===== config.mk =====
export PLATFORM = sky130hd
export DESIGN_NAME = hmr_area_unit
export DESIGN_NICKNAME = d
export VERILOG_FILES = /design/src/design/hmr_pkg.sv /design/src/design/hmr_area_unit.sv
export SDC_FILE = /design/constraint.sdc
export NUM_CORES = 1
export LEC_CHECK = 0
export ABC_AREA = 1
export BUFFER_PORTS_ARGS = -buffer_cell sky130_fd_sc_hd__clkbuf_2
export CAP_MARGIN = 25
export CORE_ASPECT_RATIO = 1.4
export CORE_MARGIN = 2
export CORE_UTILIZATION = 50
export CTS_CLUSTER_DIAMETER = 30
export CTS_CLUSTER_SIZE = 8
export DETAILED_ROUTE_END_ITERATION = 7
export PLACE_DENSITY_LB_ADDON = 0.08
export SLEW_MARGIN = 0
export SYNTH_ARGS = -nofsm -noshare
export SYNTH_HDL_FRONTEND = slang
export SYNTH_SLANG_ARGS = --single-unit
export TNS_END_PERCENT = 20

===== constraint.sdc =====
create_clock -name aclk -period 8.9 [get_ports aclk]
set_input_delay 2.67 -clock aclk [delete_from_list [all_inputs] [get_ports aclk]]
set_output_delay 2.67 -clock aclk [all_outputs]
set_load 0.01 [all_outputs]

===== src/design/hmr_pkg.sv =====
// Shared types and constants for the histogram maximum rectangle block.
package hmr_pkg;

    localparam int MAX_BARS_DEFAULT    = 1024;
    localparam int HEIGHT_BITS_DEFAULT = 16;
    localparam int IN_HEIGHT_W         = 16;
    localparam int AREA_W              = 26;
    localparam int OUT_DATA_W          = 32;

    localparam logic [AREA_W-1:0] AREA_LIMIT = {AREA_W{1'b1}};

    typedef enum logic [2:0] {
        ST_IDLE,
        ST_CMP,
        ST_POP_MUL,
        ST_SCORE,
        ST_FLUSH
    } hmr_state_t;

    typedef struct packed {
        logic mul_en;
        logic score_en;
        logic clear;
    } hmr_area_ctrl_t;

endpackage


===== src/design/hmr_area_unit.sv =====
// Shared area unit: registered height-by-span multiply and running maximum.
module hmr_area_unit #(
    parameter int HEIGHT_BITS = hmr_pkg::HEIGHT_BITS_DEFAULT,
    parameter int CNT_W       = 11
) (
    input  logic                         aclk,
    input  logic                         aresetn,
    input  hmr_pkg::hmr_area_ctrl_t      ctrl,
    input  logic [HEIGHT_BITS-1:0]       height,
    input  logic [CNT_W-1:0]             span,
    output logic [HEIGHT_BITS+CNT_W-1:0] best_area
);

    localparam int PROD_W = HEIGHT_BITS + CNT_W;

    logic [PROD_W-1:0] prod_reg;
    logic [PROD_W-1:0] best_reg;
    logic [PROD_W-1:0] best_next;

    always_ff @(posedge aclk) begin
        if (ctrl.mul_en) begin
            prod_reg <= PROD_W'(height) * PROD_W'(span);
        end
    end

    always_comb begin
        best_next = best_reg;
        if (ctrl.clear) begin
            best_next = '0;
        end else if (ctrl.score_en && (prod_reg > best_reg)) begin
            best_next = prod_reg;
        end
    end

    always_ff @(posedge aclk) begin
        if (!aresetn) begin
            best_reg <= '0;
        end else begin
            best_reg <= best_next;
        end
    end

    assign best_area = best_reg;

endmodule


==> results.md <==
- The run finished with clean final reports.
- The final cell area excluding filler cells is 9410 um2.
- The die boundary height is about 160 um.
- The synthesized netlist net count is between 1000 and 1500.
- Of all nets on the critical path, the largest fanout is 16.
- The global placer's final weighted congestion is 0.831.
- Clock-pin slew was measured on the worst setup and hold paths at 70 ps.
- The synthesized-area fraction occupied by ao, oa, aoi and oai cells is 0.0540.
- The quantity of hold-fixing buffers added after cts is 0.
- The max-cap violation count is 0.
- The final wirelength is 18800 um.
- For this run the aggregate overflow at the end of global routing stands at 0.
- In this run the tool buffered the top-level ports with a little under 60 buffer cells.
- The total count of max-transition violations in the final report is 0.
- The final design utilization is 0.541.
- CTS placed an instance of clkbuf_16 at the clock tree root.
- The primary flip-flop cell chosen by synthesis mapping is edfxtp_1.
- The peak ir drop on the vdd network is 0.141 mV.
- Setup repair after global routing left no endpoint under its margin.
- After synthesis, the share of cell area in mux cells is 0.
- TritonCTS built the clock tree.
- The mean area per synthesized cell is approximately 7.5 um2.
- After synthesis, the cell types taking the most area are fa_1 (28%), inv_1 (14%), ha_1 (13%).
- The share of synthesized area in the top cell type comes to 0.282.
- At the worst endpoint, the required time is 8940 ps.
- Across all hold checks on the routed design, the worst slack comes to 511 ps.
- Summing over every cut layer, the via total after detailed routing is 6895.
- The class of the most critical hold timing path is register to register.
- The number of DRC markers in iteration 0 is 281.
- The number of antenna diodes in the final layout is 0.
- The post-synthesis cell count is 1183.
- From left edge to right edge, the die measures 117 um.
- The design draws roughly 3 mW.
- The proportion of synthesized chip area in sequential cells is 0.152.
- Summed over all cells, the static leakage comes to 5.44 nW.
- In this run the post-CTS setup repair buffer count came out at 0.
- The Yosys step of the flow raised 0 warnings.
- Before CTS, the worst setup slack after placement is 1330 ps.
- The setup slack after layout is 1640 ps.
- The synthesized design contains 27 enable-type register cells.
- After the flow finishes, the layout carries non-filler instances totaling between 1000 and 1500.
- Yosys instantiated no cell more often than inv_1.
- Clock latency on the worst-skew pair, taken at its later pin, is around 290 ps.
- The H-tree depth reported by CTS is 2.
- Of the total synthesized cell area, the portion taken by full adders, half adders and majority gates is 0.412.
- The pre-antenna-repair detailed-routing pass consisted of 5 iterations.
- Clock tree synthesis inserted a total of 5 buffers.
- The largest net degree at the start of global routing is 55.
- The fraction of layout instances using a drive strength above 1 is 0.0691.
- Across every metal layer, demand over resource in global routing totals 0.215.
- Using the TritonRoute via totals, the vias-per-cell ratio works out to 4.80.
- The area inside the core boundary is 17400 um2.
- The clock passes through at most 2 buffers.
- The mapped cell area is around 8900 um2.
- The critical path is of the primary input to register type.
- The post-synthesis async set-or-reset flop share is 0.
- The initial antenna violation count is 0.
- In the routed design, unresolved DRC markers number 0.
- The die footprint is 18800 um2.
- The routed design could run at a clock period as short as 7260 ps.
- Across the routed clock network, the largest skew measured is 5.37 ps.
- The post-route antenna net violation count is 0.
- STA classifies the critical path endpoint as a register.
- The largest area contributor in the netlist is fa_1.
- Once placement completed, the tool counted placed cells totaling 1429.
- The I/O pin count is between 50 and 60.
- Of the total synthesized cell area, the portion taken by AND, OR, NAND and NOR gates is 0.194.
- The setup TNS is 0 ps.
- For this run, the top clock speed supported by timing is 0.138 GHz.
- The placed wire-length estimate is 15400 um.
- The area added between synthesis and finish is 6.01%.
- The first global-routing pass estimated 32700 um of wire.
- The final number of hold-violating endpoints is 0.
- The post-detailed-route wirelength per cell is 13.1 um.
- For the worst setup path, the data arrival time is 7300 ps.
- The slew at the pin closest to its max-slew limit is 668 ps.
- The post-cts resize count is 0.
- In this run the tightest slew margin relative to its limit is 0.554.
- The worst setup path is launched from a primary input.
- The number of global-route vias before repair was 7068.
- For this design the ratio of total power to cell area is around 320 nW/um2.
- The post-synthesis share of cell area spent on xor and xnor gates is 0.0168.
- Setup violations remaining at the end of the flow were counted as 0.
- The synthesized design contains between 50 and 60 register bits.
- The fraction of the cycle the final worst path needs is 0.816.
- The initial core utilization is 0.510.
- The main combinational cell family by area after synthesis is adder cells.
- Summing all placed instances gives a cell area of 9210 um2.
- For this run, the post-layout net count is about 1400.
- In the synthesized netlist, the cells that appear most often are inv_1 (332), nand2_1 (305), fa_1 (125), ha_1 (92), nor2_1 (57).
- Row generation in the floorplan step produced 57 rows.
- The number of different library cells in the post-synthesis netlist is 37.
- CTS saw 54 sinks.
[area by class of cell]
| type | count | area, um2 |
|---|---|---|
| Multi-Input combinational cell | 746 | 6010 |
| Clock buffer | 6 | 139 |
| Clock inverter | 2 | 60.1 |
| Timing Repair Buffer | 60 | 305 |
| Tap cell | 236 | 295 |
| Fill cell | 1788 | 7990 |
| Inverter | 333 | 1250 |
| Sequential cell | 54 | 1350 |
[per-layer routing]
metal,vias up,GRT usage,wire length [um]
li1,3486,-,-
met1,3259,0.277,8470
met2,129,0.388,9460
met3,21,0.0113,527
met4,0,0.0610,374
met5,-,0,0
[layout by cell type, fill, tap and decap left out]
master     Yosys  layout
o21ai_1        3       3
xor2_1        11      11
edfxtp_1      27      27
nand2_1      305     305
o21bai_1       2       2
clkbuf_8       0       1
dfxtp_1       27      27
inv_1        332     332
clkbuf_2       0      58
a21o_1         3       3
nor2_2         2       2
nand2_4        1       1
nand2_2        1       1
nor3_1         4       4
nand4_1        6       6
o21ai_0       11      11
fa_1         125     125
buf_4          0       2
a21boi_2       1       1
clkbuf_16      0       5
ha_1          92      92
nand3_2        1       1
nor2_4         1       1
nand3_1       47      47
a31oi_1        1       1
a21boi_4       1       1
nand2b_1       1       1
bufinv_16      0       2
a21oi_2        5       5
nor3_2         1       1
o22ai_1        1       1
nor2_1        57      57
a21oi_1       54      54
o21a_1         2       2
inv_2          1       1
nor4_1         1       1
xnor2_1        6       6
[logic make-up after synthesis]
group,Yosys count
fa+ha+maj,217
compound gates,84
buf+inv,383
flops,54
simple gates,428
xor+xnor,17
[report_power, final]
group	leakage, nW	internal, mW	total, mW	switching [mW]
logic	4.86	0.855	2.32	1.46
clock network	0.0971	0.169	0.255	0.0860
registers	0.484	0.435	0.480	0.0450
[final timing paths]
| kind | from | endpoint | slack [ps] | depth (start not counted) |
|---|---|---|---|---|
| worst min register to register | best_area[24]$_SDFFE_PP0P_ | best_area[24]$_SDFFE_PP0P_ | 510 | 2 |
| worst min-delay path | best_area[24]$_SDFFE_PP0P_ | best_area[24]$_SDFFE_PP0P_ | 510 | 2 |
| worst max-delay path | span[5] | prod_reg[20]$_DFFE_PP_ | 1640 | 18 |
| worst max register to register | prod_reg[9]$_DFFE_PP_ | best_area[23]$_SDFFE_PP0P_ | 6500 | 8 |
[worst max-delay path, cell delays in order]
cell and delay [ps]:
clkbuf_2 310, nand2_1 130, fa_1 560, inv_1 60, fa_1 570, fa_1 440, fa_1 490, inv_1 50
fa_1 470, inv_1 40, ha_1 330, nand2_1 150, nor2_1 280, nand2_1 80, o21ai_0 370, nand2_1 130
nand3_1 90, nand2_1 60
No activity file was read; power rests on OpenSTA's default activity.
